--- config.mk ---
export PLATFORM = sky130hd
export DESIGN_NAME = business_day_return_date_top
export DESIGN_NICKNAME = d
export VERILOG_FILES = /design/src/sv/bdrd_pkg.sv /design/src/sv/bdrd_day_step.sv /design/src/sv/business_day_return_date_top.sv
export SDC_FILE = /design/constraint.sdc
export NUM_CORES = 1
export LEC_CHECK = 0
export BUFFER_PORTS_ARGS = -buffer_cell sky130_fd_sc_hd__buf_2
export CAP_MARGIN = 20
export CORE_ASPECT_RATIO = 1.5
export CORE_MARGIN = 2
export CORE_UTILIZATION = 37
export DETAILED_ROUTE_END_ITERATION = 10
export PLACE_DENSITY = 0.64
export SLEW_MARGIN = 20
export SYNTH_ARGS = -nofsm -noshare
export SYNTH_HDL_FRONTEND = slang
export SYNTH_SLANG_ARGS = --single-unit
--- constraint.sdc ---
create_clock -name clk -period 13.3 [get_ports clk]
set_input_delay 2.66 -clock clk [delete_from_list [all_inputs] [get_ports clk]]
set_output_delay 2.66 -clock clk [all_outputs]
set_load 0.01 [all_outputs]
--- src/sv/bdrd_pkg.sv ---
// Shared types, constants and calendar tables for the business day return date block.
// No dependencies; imported by every module of the block.
package bdrd_pkg;

  localparam int COUNT_BITS_DEF = 12;

  localparam int DAY_W   = 5;
  localparam int MONTH_W = 4;
  localparam int YEAR_W  = 14;
  localparam int BDAYS_W = 12;
  localparam int WD_W    = 3;
  localparam int YREM_W  = 7;
  localparam int YCENT_W = 8;
  localparam int DIVR_W  = 15;
  localparam int TRIAL_W = 18;

  localparam logic [YEAR_W-1:0]  YEAR_MAX    = YEAR_W'(9999);
  localparam logic [MONTH_W-1:0] MONTH_FEB   = MONTH_W'(2);
  localparam logic [MONTH_W-1:0] MONTH_DEC   = MONTH_W'(12);
  localparam logic [DAY_W-1:0]   DAY_LAST    = DAY_W'(31);
  localparam logic [WD_W-1:0]    WD_FRI      = WD_W'(5);
  localparam logic [WD_W-1:0]    WD_SAT      = WD_W'(6);
  localparam logic [YREM_W-1:0]  YEARS_CENT  = YREM_W'(100);
  localparam int                 DIV_YEAR    = 100;
  localparam int                 DIV_WEEK    = 7;
  localparam logic [3:0]         DIV_TOP     = 4'd7;
  localparam logic [3:0]         MOD_TOP     = 4'd12;

  typedef struct packed {
    logic [DAY_W-1:0]   start_day;
    logic [MONTH_W-1:0] start_month;
    logic [YEAR_W-1:0]  start_year;
    logic [BDAYS_W-1:0] business_days;
  } in_req_t;

  typedef struct packed {
    logic [DAY_W-1:0]   end_day;
    logic [MONTH_W-1:0] end_month;
    logic [YEAR_W-1:0]  end_year;
    logic               year_overflow;
  } out_rsp_t;

  // Current date plus the year split into year-within-century and century.
  typedef struct packed {
    logic [DAY_W-1:0]   day;
    logic [MONTH_W-1:0] month;
    logic [YEAR_W-1:0]  year;
    logic [WD_W-1:0]    wd;
    logic [YREM_W-1:0]  yrem;
    logic [YCENT_W-1:0] ycent;
  } date_st_t;

  typedef enum logic [2:0] {
    ST_IDLE,
    ST_DIV,
    ST_SUM,
    ST_MOD,
    ST_SKIP1,
    ST_COUNT,
    ST_SKIP2,
    ST_FINISH
  } bdrd_state_t;

  // Length of a month; months outside 1..12 count as 31 days.
  function automatic logic [DAY_W-1:0] month_days(input logic [MONTH_W-1:0] m,
                                                  input logic leap);
    logic [DAY_W-1:0] d;
    unique case (m)
      4'd2:    d = leap ? DAY_W'(29) : DAY_W'(28);
      4'd4:    d = DAY_W'(30);
      4'd6:    d = DAY_W'(30);
      4'd9:    d = DAY_W'(30);
      4'd11:   d = DAY_W'(30);
      default: d = DAY_W'(31);
    endcase
    return d;
  endfunction

  // Month term (31 * shifted month) / 12 of the weekday formula, by input month.
  function automatic logic [5:0] mo_term(input logic [MONTH_W-1:0] m);
    logic [5:0] t;
    unique case (m)
      4'd0:  t = 6'd25;
      4'd1:  t = 6'd28;
      4'd2:  t = 6'd31;
      4'd3:  t = 6'd2;
      4'd4:  t = 6'd5;
      4'd5:  t = 6'd7;
      4'd6:  t = 6'd10;
      4'd7:  t = 6'd12;
      4'd8:  t = 6'd15;
      4'd9:  t = 6'd18;
      4'd10: t = 6'd20;
      4'd11: t = 6'd23;
      4'd12: t = 6'd25;
      4'd13: t = 6'd28;
      4'd14: t = 6'd31;
      4'd15: t = 6'd33;
      default: t = 6'd0;
    endcase
    return t;
  endfunction

endpackage

--- src/sv/bdrd_day_step.sv ---
// Advances a date by one calendar day, with month, leap year and year saturation.
// Depends on bdrd_pkg for the date struct and the month length table.
module bdrd_day_step import bdrd_pkg::*; (
  input  date_st_t cur,
  output date_st_t nxt,
  output logic     sat
);

  logic             leap;
  logic [DAY_W-1:0] dim;

  // Year mod 4 equals the low bits of the year within its century.
  assign leap = (cur.yrem[1:0] == 2'd0) && ((cur.yrem != '0) || (cur.ycent[1:0] == 2'd0));
  assign dim  = month_days(cur.month, leap);

  always_comb begin
    nxt = cur;
    sat = 1'b0;
    priority if (cur.day == '0) begin
      nxt.day = DAY_W'(1);
    end else if (cur.day >= dim) begin
      nxt.day = DAY_W'(1);
      if (cur.month >= MONTH_DEC) begin
        if (cur.year >= YEAR_MAX) begin
          sat       = 1'b1;
          nxt.day   = DAY_LAST;
          nxt.month = MONTH_DEC;
          nxt.year  = YEAR_MAX;
        end else begin
          nxt.month = MONTH_W'(1);
          nxt.year  = cur.year + YEAR_W'(1);
          if (cur.yrem == YEARS_CENT - YREM_W'(1)) begin
            nxt.yrem  = '0;
            nxt.ycent = cur.ycent + YCENT_W'(1);
          end else begin
            nxt.yrem = cur.yrem + YREM_W'(1);
          end
        end
      end else begin
        nxt.month = cur.month + MONTH_W'(1);
      end
    end else begin
      nxt.day = cur.day + DAY_W'(1);
    end
    // The weekday stands still only when the date saturates.
    if (!sat) begin
      nxt.wd = (cur.wd == WD_SAT) ? '0 : cur.wd + WD_W'(1);
    end
  end

endmodule

--- src/sv/business_day_return_date_top.sv ---
// Top level of the business day return date block: sequencer, shared subtract unit.
// Depends on bdrd_pkg and bdrd_day_step.
//
//   channel  direction  payload     handshake
//   in_      request    in_req_t    in_valid / in_stall
//   out_     result     out_rsp_t   out_valid / out_stall
//
// A request first splits the year by 100, then sums the weekday terms and reduces that
// sum mod 7, all on one shared subtract-compare unit.
// Then one calendar day is stepped per cycle until the result is ready.
// in_stall is high from acceptance until the result is loaded into the output register.
// Reset is synchronous and active low; no clearing pass is needed.
module business_day_return_date_top import bdrd_pkg::*; #(
  parameter int COUNT_BITS = COUNT_BITS_DEF
) (
  input  logic     clk,
  input  logic     rst_n,
  input  logic     in_valid,
  output logic     in_stall,
  input  in_req_t  in_data,
  output logic     out_valid,
  input  logic     out_stall,
  output out_rsp_t out_data
);

  localparam int EXT_W = (COUNT_BITS > BDAYS_W) ? COUNT_BITS : BDAYS_W;

  bdrd_state_t             state_r, state_nxt;
  date_st_t                date_r, date_nxt;
  logic [COUNT_BITS-1:0]   left_r, left_nxt;
  logic                    ovf_r, ovf_nxt;
  logic [DIVR_W-1:0]       rem_r, rem_nxt;
  logic [YCENT_W-1:0]      quo_r, quo_nxt;
  logic [3:0]              k_r, k_nxt;
  out_rsp_t                out_r, out_nxt;
  logic                    out_valid_r, out_valid_nxt;

  logic                    in_acc;
  logic                    load_out;
  logic                    weekend;
  date_st_t                step_date;
  logic                    step_sat;
  logic [EXT_W-1:0]        bd_ext;

  logic [TRIAL_W-1:0]      divisor;
  logic [TRIAL_W-1:0]      trial;
  logic                    trial_ge;

  logic                    a_adj;
  logic                    neg_yr;
  logic [YEAR_W-1:0]       yr_val;
  logic [YCENT_W-1:0]      qy;
  logic [15:0]             wsum;

  bdrd_day_step u_step (
    .cur (date_r),
    .nxt (step_date),
    .sat (step_sat)
  );

  assign in_stall  = (state_r != ST_IDLE);
  assign in_acc    = in_valid && !in_stall;
  assign out_valid = out_valid_r;
  assign out_data  = out_r;
  assign weekend   = (date_r.wd == WD_FRI) || (date_r.wd == WD_SAT);
  assign load_out  = (state_r == ST_FINISH) && (!out_valid_r || !out_stall);
  assign bd_ext    = EXT_W'(in_data.business_days);

  // Shared restoring-division step: divide by 100 for the year, by 7 for the weekday.
  assign divisor  = ((state_r == ST_MOD) ? TRIAL_W'(DIV_WEEK) : TRIAL_W'(DIV_YEAR)) << k_r;
  assign trial    = TRIAL_W'(rem_r) - divisor;
  assign trial_ge = (TRIAL_W'(rem_r) >= divisor);

  // Weekday sum; the shifted year is -1 only for year 0 in a month up to February.
  always_comb begin
    a_adj  = (date_r.month <= MONTH_FEB);
    neg_yr = a_adj && (date_r.year == '0);
    if (neg_yr) begin
      yr_val = '0;
      qy     = '0;
    end else begin
      yr_val = date_r.year - YEAR_W'(a_adj);
      qy     = (a_adj && (date_r.yrem == '0)) ? date_r.ycent - YCENT_W'(1) : date_r.ycent;
    end
    wsum = 16'(date_r.day) + 16'(yr_val) + 16'(yr_val >> 2) + 16'(mo_term(date_r.month))
         + 16'(qy >> 2) - 16'(qy) - 16'(neg_yr);
  end

  always_comb begin
    state_nxt = state_r;
    unique case (state_r)
      ST_IDLE:   if (in_acc) state_nxt = ST_DIV;
      ST_DIV:    if (k_r == '0) state_nxt = ST_SUM;
      ST_SUM:    state_nxt = ST_MOD;
      ST_MOD:    if (k_r == '0) state_nxt = ST_SKIP1;
      ST_SKIP1: begin
        if (!weekend) state_nxt = ST_COUNT;
        else if (step_sat) state_nxt = ST_FINISH;
      end
      ST_COUNT: begin
        if (left_r == '0) state_nxt = ST_SKIP2;
        else if (step_sat) state_nxt = ST_FINISH;
      end
      ST_SKIP2: begin
        if (!weekend || step_sat) state_nxt = ST_FINISH;
      end
      ST_FINISH: if (load_out) state_nxt = ST_IDLE;
      default:   state_nxt = ST_IDLE;
    endcase
  end

  always_comb begin
    date_nxt      = date_r;
    left_nxt      = left_r;
    ovf_nxt       = ovf_r;
    rem_nxt       = rem_r;
    quo_nxt       = quo_r;
    k_nxt         = k_r;
    out_nxt       = out_r;
    out_valid_nxt = out_valid_r;
    if (out_valid_r && !out_stall) begin
      out_valid_nxt = 1'b0;
    end
    unique case (state_r)
      ST_IDLE: begin
        if (in_acc) begin
          date_nxt.day   = in_data.start_day;
          date_nxt.month = in_data.start_month;
          date_nxt.year  = in_data.start_year;
          date_nxt.wd    = '0;
          left_nxt       = bd_ext[COUNT_BITS-1:0];
          ovf_nxt        = 1'b0;
          rem_nxt        = DIVR_W'(in_data.start_year);
          quo_nxt        = '0;
          k_nxt          = DIV_TOP;
        end
      end
      ST_DIV: begin
        if (trial_ge) begin
          rem_nxt            = trial[DIVR_W-1:0];
          quo_nxt[k_r[2:0]]  = 1'b1;
        end
        if (k_r == '0) begin
          date_nxt.ycent = trial_ge ? quo_r | YCENT_W'(1) : quo_r;
          date_nxt.yrem  = trial_ge ? trial[YREM_W-1:0] : rem_r[YREM_W-1:0];
        end else begin
          k_nxt = k_r - 4'd1;
        end
      end
      ST_SUM: begin
        rem_nxt = wsum[DIVR_W-1:0];
        k_nxt   = MOD_TOP;
      end
      ST_MOD: begin
        if (trial_ge) begin
          rem_nxt = trial[DIVR_W-1:0];
        end
        if (k_r == '0) begin
          date_nxt.wd = trial_ge ? trial[WD_W-1:0] : rem_r[WD_W-1:0];
        end else begin
          k_nxt = k_r - 4'd1;
        end
      end
      ST_SKIP1, ST_SKIP2: begin
        if (weekend) begin
          date_nxt = step_date;
          ovf_nxt  = step_sat;
        end
      end
      ST_COUNT: begin
        if (left_r != '0) begin
          if (!weekend) left_nxt = left_r - COUNT_BITS'(1);
          date_nxt = step_date;
          ovf_nxt  = step_sat;
        end
      end
      ST_FINISH: begin
        if (load_out) begin
          out_nxt.end_day       = date_r.day;
          out_nxt.end_month     = date_r.month;
          out_nxt.end_year      = date_r.year;
          out_nxt.year_overflow = ovf_r;
          out_valid_nxt         = 1'b1;
        end
      end
      default: ;
    endcase
  end

  always_ff @(posedge clk) begin
    if (!rst_n) begin
      state_r     <= ST_IDLE;
      out_valid_r <= 1'b0;
      date_r      <= '0;
      left_r      <= '0;
      ovf_r       <= 1'b0;
    end else begin
      state_r     <= state_nxt;
      out_valid_r <= out_valid_nxt;
      date_r      <= date_nxt;
      left_r      <= left_nxt;
      ovf_r       <= ovf_nxt;
    end
  end

  always_ff @(posedge clk) begin
    rem_r <= rem_nxt;
    quo_r <= quo_nxt;
    k_r   <= k_nxt;
    out_r <= out_nxt;
  end

  a_acc_starts_div: assert property (@(posedge clk) disable iff (!rst_n)
    in_acc |=> state_r == ST_DIV)
    else $error("accepted request did not start the year division");

  a_yrem_in_range: assert property (@(posedge clk) disable iff (!rst_n)
    state_r == ST_SUM |-> date_r.yrem < YEARS_CENT)
    else $error("year remainder not below one hundred after division");

  a_wd_valid: assert property (@(posedge clk) disable iff (!rst_n)
    (state_r == ST_SKIP1 || state_r == ST_COUNT || state_r == ST_SKIP2) |-> date_r.wd != 3'd7)
    else $error("weekday out of range while stepping");

  a_ovf_date: assert property (@(posedge clk) disable iff (!rst_n)
    (state_r == ST_FINISH && ovf_r) |->
      (date_r.year == YEAR_MAX && date_r.month == MONTH_DEC && date_r.day == DAY_LAST))
    else $error("overflow flagged without a saturated date");

  a_left_down: assert property (@(posedge clk) disable iff (!rst_n)
    (state_r == ST_COUNT && left_r != '0) |=> left_r <= $past(left_r))
    else $error("business day count grew while counting");

endmodule
==> results of run 1 <==
worst max-delay path by stage:
stage | startpoint | to | slack (ps) | cells after the start
5_1_grt | date_r[22]$_SDFFE_PN0P_ | rem_r[14]$_DFFE_PP_ | 5720 | 19
6_report | date_r[10]$_SDFFE_PN0P_ | rem_r[14]$_DFFE_PP_ | 6250 | 21
3_5_place_dp | date_r[10]$_SDFFE_PN0P_ | rem_r[14]$_DFFE_PP_ | 6360 | 21
4_1_cts | date_r[33]$_SDFFE_PN0P_ | rem_r[14]$_DFFE_PP_ | 6330 | 22
2_1_floorplan | date_r[10]$_SDFFE_PN0P_ | rem_r[14]$_DFFE_PP_ | 6770 | 22
3_3_place_gp | date_r[10]$_SDFFE_PN0P_ | rem_r[14]$_DFFE_PP_ | 6520 | 21
cell usage in the layout, fill, tap and decap left out, types with 8 or more instances in the layout:
| cell type | synthesis | routed |
|---|---|---|
| mux2i_1 | 10 | 10 |
| nand2b_1 | 10 | 10 |
| a211oi_1 | 16 | 16 |
| o211ai_1 | 12 | 12 |
| inv_1 | 87 | 87 |
| a22oi_1 | 14 | 14 |
| nor2_1 | 91 | 91 |
| xor2_1 | 27 | 27 |
| dfxtp_1 | 64 | 64 |
| fa_1 | 26 | 26 |
| a21o_1 | 14 | 14 |
| or2_2 | 16 | 16 |
| nor3_1 | 26 | 25 |
| nor4_1 | 12 | 12 |
| o31ai_1 | 8 | 8 |
| nand3_1 | 31 | 31 |
| or3_1 | 10 | 10 |
| xnor2_1 | 20 | 20 |
| buf_2 | 4 | 64 |
| a31oi_1 | 21 | 21 |
| a21oi_1 | 75 | 74 |
| nand2_1 | 103 | 103 |
| buf_4 | 2 | 8 |
| clkbuf_16 | 0 | 20 |
| o21ai_0 | 73 | 72 |
| and3_1 | 14 | 14 |
| edfxtp_1 | 51 | 51 |
| ha_1 | 82 | 82 |
| o21a_1 | 8 | 8 |
| nand3b_1 | 9 | 9 |
| nand4_1 | 11 | 11 |
| and2_1 | 9 | 9 |
| o22ai_1 | 10 | 10 |
logic make-up after synthesis:
logic type / share of synthesized area, %
buffers and inverters: 6.229
xor gates and xnor gates: 4.342
AOI/OAI and AO/OA: 22.73
DFF: 29.67
and+or+nand+nor: 19.55
muxes: 1.175
adders and majority gates: 16.31
stage by stage:
step / worst slack, ps / area (sq um)
4_1_cts: 6328 / 10630
3_5_place_dp: 6355 / 10030
6_report: 6254 / 10630
5_1_grt: 5716 / 10630
2_1_floorplan: 6767 / 9480
3_3_place_gp: 6518 / 10030
area by class of cell:
cell class              instances  share of cell area [%]
inverters                      89                   3.143
flip-flops and latches        115                   26.46
clock inverters                 6                  0.3413
clock buffers                  26                   5.297
repair buffers                 72                   3.578
multi-input cells             859                   57.32
well taps                     328                   3.861
critical path: cells and delay by family (launching register included):
kind | cells | cell delay, ps
adder cells (fa/ha/maj) | 5 | 2360
AND/OR/NAND/NOR | 7 | 2080
AO/OA/AOI/OAI | 5 | 1780
flip-flops | 1 | 370
XOR/XNOR | 1 | 170
buffers and inverters | 3 | 140
state kept, by name, summed over array words and instances (netlist names), named ones only:
| register | flops |
|---|---|
| date_r | 41 |
| out_data | 24 |
| rem_r | 15 |
| left_r | 12 |
| quo_r | 8 |
| k_r | 4 |
| state_r | 3 |
| out_valid | 1 |
| ovf_r | 1 |
routing by layer:
| layer | track usage [%] | routed length [um] | vias to the layer above |
|---|---|---|---|
| met4 | 11.03 | 1262 | 0 |
| met3 | 3.131 | 897 | 69 |
| met5 | 0 | 0 | - |
| met2 | 37.90 | 14390 | 218 |
| met1 | 22.73 | 10960 | 4128 |
| li1 | - | - | 4136 |
==> impl_metrics.csv, run 1 <==
group,metric,value,unit
sta,hold_slack,416.7,ps
placement,hpwl,20990,um
die,core,0.02514,sq mm
detailed_routing,dr_total_vias,8551,
final_layout,drive_above_1_share,12.34,%
critical_path,timing.rr.end,"rem_r[14]$_DFFE_PP_",
detailed_routing,dr.pass1.iters,7,
min_path,hp-start,"ovf_r$_SDFFE_PN0P_",
sta,final_hold_viol_count,0,
clock_tree,htreeDepth,4,
global_routing,grt_pass1_wl,43170,um
clock_tree,insertion_delay,430,ps
final_layout,diodes,0,
synthesis,syn_nets,1271,
critical_path,arrival,7340,ps
die,row_count,71,
die,start_util,37.71,%
sta,setup_violations,0,
critical_path,max_stage_delay,610,ps
synthesis,ys_top_cells_by_count,"nand2_1, nor2_1, inv_1",
clock_tree,root_buffer,"clkbuf_16",
sta,fin_crit_sh,52.98,%
sta,layout_min_cycle_time,7046,ps
sta,worst_slew_pin_slew,1066,ps
clock_tree,cts_resized,0,
synthesis,ys_ff_latch,115,
synthesis,synthArstFlopShare,0,%
final_layout,fin_cells,1495,
die,die_w,134.7,um
clock_tree,post_cts_buffers,0,
critical_path,critPathMaxFanout,9,
synthesis,synth_largest_area_cell,"edfxtp_1",
placement,port_buffers,64,
final_layout,postLayoutCoreUtil,42.28,%
min_path,hold_path_class,"reg -> reg",
status,status,"completed",
clock_tree,cts_buffers,17,
sta,fin_worst_skew,12.62,ps
final_layout,register_area,0.002813,sq mm
critical_path,ff2ff_path_depth,21,
critical_path,worstSetupStartpointType,"register",
synthesis,yosysMostFrequentCell,"nand2_1",
detailed_routing,drt_iter0_drc,528,
detailed_routing,drt-total-wl,27510,um
synthesis,synthDistinctLibCells,85,
critical_path,crit_required,13590,ps
critical_path,path_class,"reg -> reg",
placement,gp_congestion,0.8782,
global_routing,grt_max_degree,46,
detailed_routing,drc_errors,0,
critical_path,path_common_cell,"fa_1",
synthesis,ys_seq_area_share,29.67,%
die,die_h,200.0,um
die,ios,65,
critical_path,critical_path.cell_chain,"or3_1, a2111oi_4, nor4b_1, nand2_1, xor2_1, or2_2, fa_1, inv_1, fa_1, fa_1, inv_1, fa_1, inv_1, ha_1, o21a_1, a2111oi_0, o31ai_1, o211ai_1, nor2b_1, or4_1, nand3_1",
synthesis,synthTopCellsByArea,"edfxtp_1, dfxtp_1, ha_1, fa_1, nand2_1",
synthesis,synth_area,0.009480,sq mm
clock_tree,ctsHoldBuffers,0,
global_routing,grtUsageTotal,20.63,%
clock_tree,clk_pin_slew,60,ps
final_layout,nFillCells,2494,
die,fp.dieArea,0.02695,sq mm
sta,rsz0062_at_grt,"no",
synthesis,syn_inst,1124,
sta,max_freq,141.9,MHz
critical_path,r2r_start,"date_r[10]$_SDFFE_PN0P_",
clock_tree,clock-sinks,115,
synthesis,synthFlopType,"dfxtp_1",
min_path,hold_depth,0,
sta,finalMaxSlewViolations,0,
clock_tree,clockBufferDepth,2,
sta,relSlewSlack,28.90,%
critical_path,critPathSlowestCell,"a2111oi_0",
synthesis,ys_warn_count,0,
min_path,min_to,"out_data[0]$_DFFE_PP_",
final_layout,multi_input_area,0.006093,sq mm
critical_path,reg2reg_slack,6250,ps
final_layout,final_nets,1301,
detailed_routing,routedWlPerCell,18.40,um
global_routing,grt_pass1_vias,8262,
synthesis,synth.avg_cell_area,8.434,sq um
placement,dp.cells,1463,
sta,tns,0,ps
clock_tree,cts_tree,"yes",
synthesis,yosysTopAreaCellShare,16.15,%
synthesis,synth_edf_count,51,
run,cap_violations,0,
global_routing,antenna_found_initial,0,
global_routing,grt_overflow,0,
detailed_routing,postRouteAntennaNets,0,
critical_path,worst_setup_path_end_kind,"register",
detailed_routing,viasPerCell,5.720,
final_layout,area_growth,12.13,%
Power of run 1 is left out: the tool's default activity adds up to more than one toggle a clock period on the data nets, which glitch-free logic cannot reach.
==> run 2, diff against run 1 <==
- clock period: 13.3 -> 7.3 ns (I/O delays scaled with it)
==> run 2 against run 1 <==
  * Worst hold slack better by 26 ps
  * Non-clock buffer count is 2 higher
  * Sequential share of layout area hardly changed
  * Register-to-register slack worse by 5800 ps
  * First-iteration DRC count is 3.6% lower
  * Final cell count is 0.13% higher
  * Via count hardly changed
  * Setup slack worse by 5800 ps
  * Clock skew is 3.3 ps lower
  * Maximum frequency is 3.6% higher
  * Die area stayed put
  * Critical endpoint unchanged
==> impl_metrics.csv, run 2 (synthesis results as in run 1) <==
group,metric,value,unit
min_path,hold_path_class,"reg -> reg",
sta,final_hold_viol_count,0,
sta,tns,0,ps
die,fp.dieArea,0.02695,sq mm
die,ios,65,
sta,fin_worst_skew,9.294,ps
placement,hpwl,20960,um
sta,setup_violations,0,
sta,worst_slew_pin_slew,993.6,ps
detailed_routing,drt-total-wl,27420,um
detailed_routing,postRouteAntennaNets,0,
status,status,"completed",
die,core,0.02514,sq mm
sta,max_freq,147.0,MHz
critical_path,crit_required,7590,ps
final_layout,drive_above_1_share,12.49,%
final_layout,area_growth,12.23,%
detailed_routing,dr.pass1.iters,5,
sta,relSlewSlack,33.61,%
detailed_routing,drc_errors,0,
placement,dp.cells,1465,
clock_tree,post_cts_buffers,0,
critical_path,worstSetupStartpointType,"register",
detailed_routing,viasPerCell,5.717,
die,die_w,134.7,um
placement,port_buffers,64,
clock_tree,clk_pin_slew,60,ps
final_layout,register_area,0.002813,sq mm
global_routing,grt_pass1_vias,8277,
clock_tree,htreeDepth,4,
clock_tree,cts_tree,"yes",
final_layout,nFillCells,2475,
critical_path,critPathMaxFanout,9,
sta,layout_min_cycle_time,6803,ps
die,row_count,71,
run,cap_violations,0,
placement,gp_congestion,0.8919,
global_routing,grt_max_degree,46,
detailed_routing,drt_iter0_drc,509,
global_routing,grt_overflow,0,
critical_path,worst_setup_path_end_kind,"register",
die,start_util,37.71,%
clock_tree,root_buffer,"clkbuf_16",
global_routing,grtUsageTotal,20.62,%
detailed_routing,dr_total_vias,8559,
sta,finalMaxSlewViolations,0,
final_layout,final_cell_mix,"nand2_1, nor2_1, inv_1",
final_layout,largest_reg_flops,41,
final_layout,multi_input_area,0.006108,sq mm
clock_tree,cts_buffers,17,
clock_tree,clockBufferDepth,2,
final_layout,final_nets,1303,
sta,rsz0062_at_grt,"no",
final_layout,regMostFlops,"date_r",
global_routing,antenna_found_initial,0,
clock_tree,insertion_delay,420,ps
die,die_h,200.0,um
sta,fin_crit_sh,93.20,%
critical_path,arrival,7090,ps
global_routing,grt_pass1_wl,42950,um
final_layout,diodes,0,
final_layout,fin_cells,1497,
critical_path,path_class,"reg -> reg",
final_layout,layout_commonest_cell,"nand2_1",
clock_tree,clock-sinks,115,
detailed_routing,routedWlPerCell,18.32,um
## run 2: cell type report
cell class / instances / area share [%]
multi-input combinational: 859 / 57.41
sequential: 115 / 26.43
inverter: 89 / 3.140
timing repair buffer: 74 / 3.716
tap: 328 / 3.857
clock inverter: 6 / 0.3528
clock buffer: 26 / 5.092
## run 2: final timing paths
check                           from               endpoint  slack, ps  depth (start not counted)
max          date_r[10]$_SDFFE_PN0P_    rem_r[14]$_DFFE_PP_        500                         21
min reg2reg       ovf_r$_SDFFE_PN0P_  out_data[0]$_DFFE_PP_        440                          0
max reg2reg  date_r[10]$_SDFFE_PN0P_    rem_r[14]$_DFFE_PP_        500                         21
min               ovf_r$_SDFFE_PN0P_  out_data[0]$_DFFE_PP_        440                          0
## run 2: per-stage QoR
step           hold slack (ps)  area (sq um)  util, %  setup WS (ps)
2_1_floorplan            402.9          9480        -          766.9
3_3_place_gp             417.7         10050    39.96          512.5
3_5_place_dp             416.6         10050    39.96          351.9
4_1_cts                  439.3         10630    42.26          320.0
5_1_grt                  457.2         10640    42.32          9.780
6_report                 443.1         10640    42.32          496.8
## run 2: critical path, cell delays in order, from the launching register on
cell and delay (ps):
dfxtp_1 380, or3_1 500, a2111oi_4 480, nor4b_2 350
nand3b_1 140, xor2_1 170, or2_2 310, fa_1 540
inv_1 50, fa_1 480, fa_1 560, inv_1 60
fa_1 500, inv_1 50, ha_1 340, o21a_1 160
a2111oi_1 520, o31ai_1 180, o211ai_1 260, nor2b_1 90
or4_1 470, nand3_1 80
## run 2: what timing repair did
item                                    CTS  global route
endpoints found under the setup margin    0             2
hold buffers                              0             0
resized for setup                         0             2
## run 2: routing by layer
layer	wire [um]	part of all wire, %	global-route usage, %
met5	0	0	0
met4	1805	6.6	14.31
met1	10660	39	22.68
met2	13950	51	36.68
met3	1005	3.7	2.626
Power of run 2 is left out for the same reason.
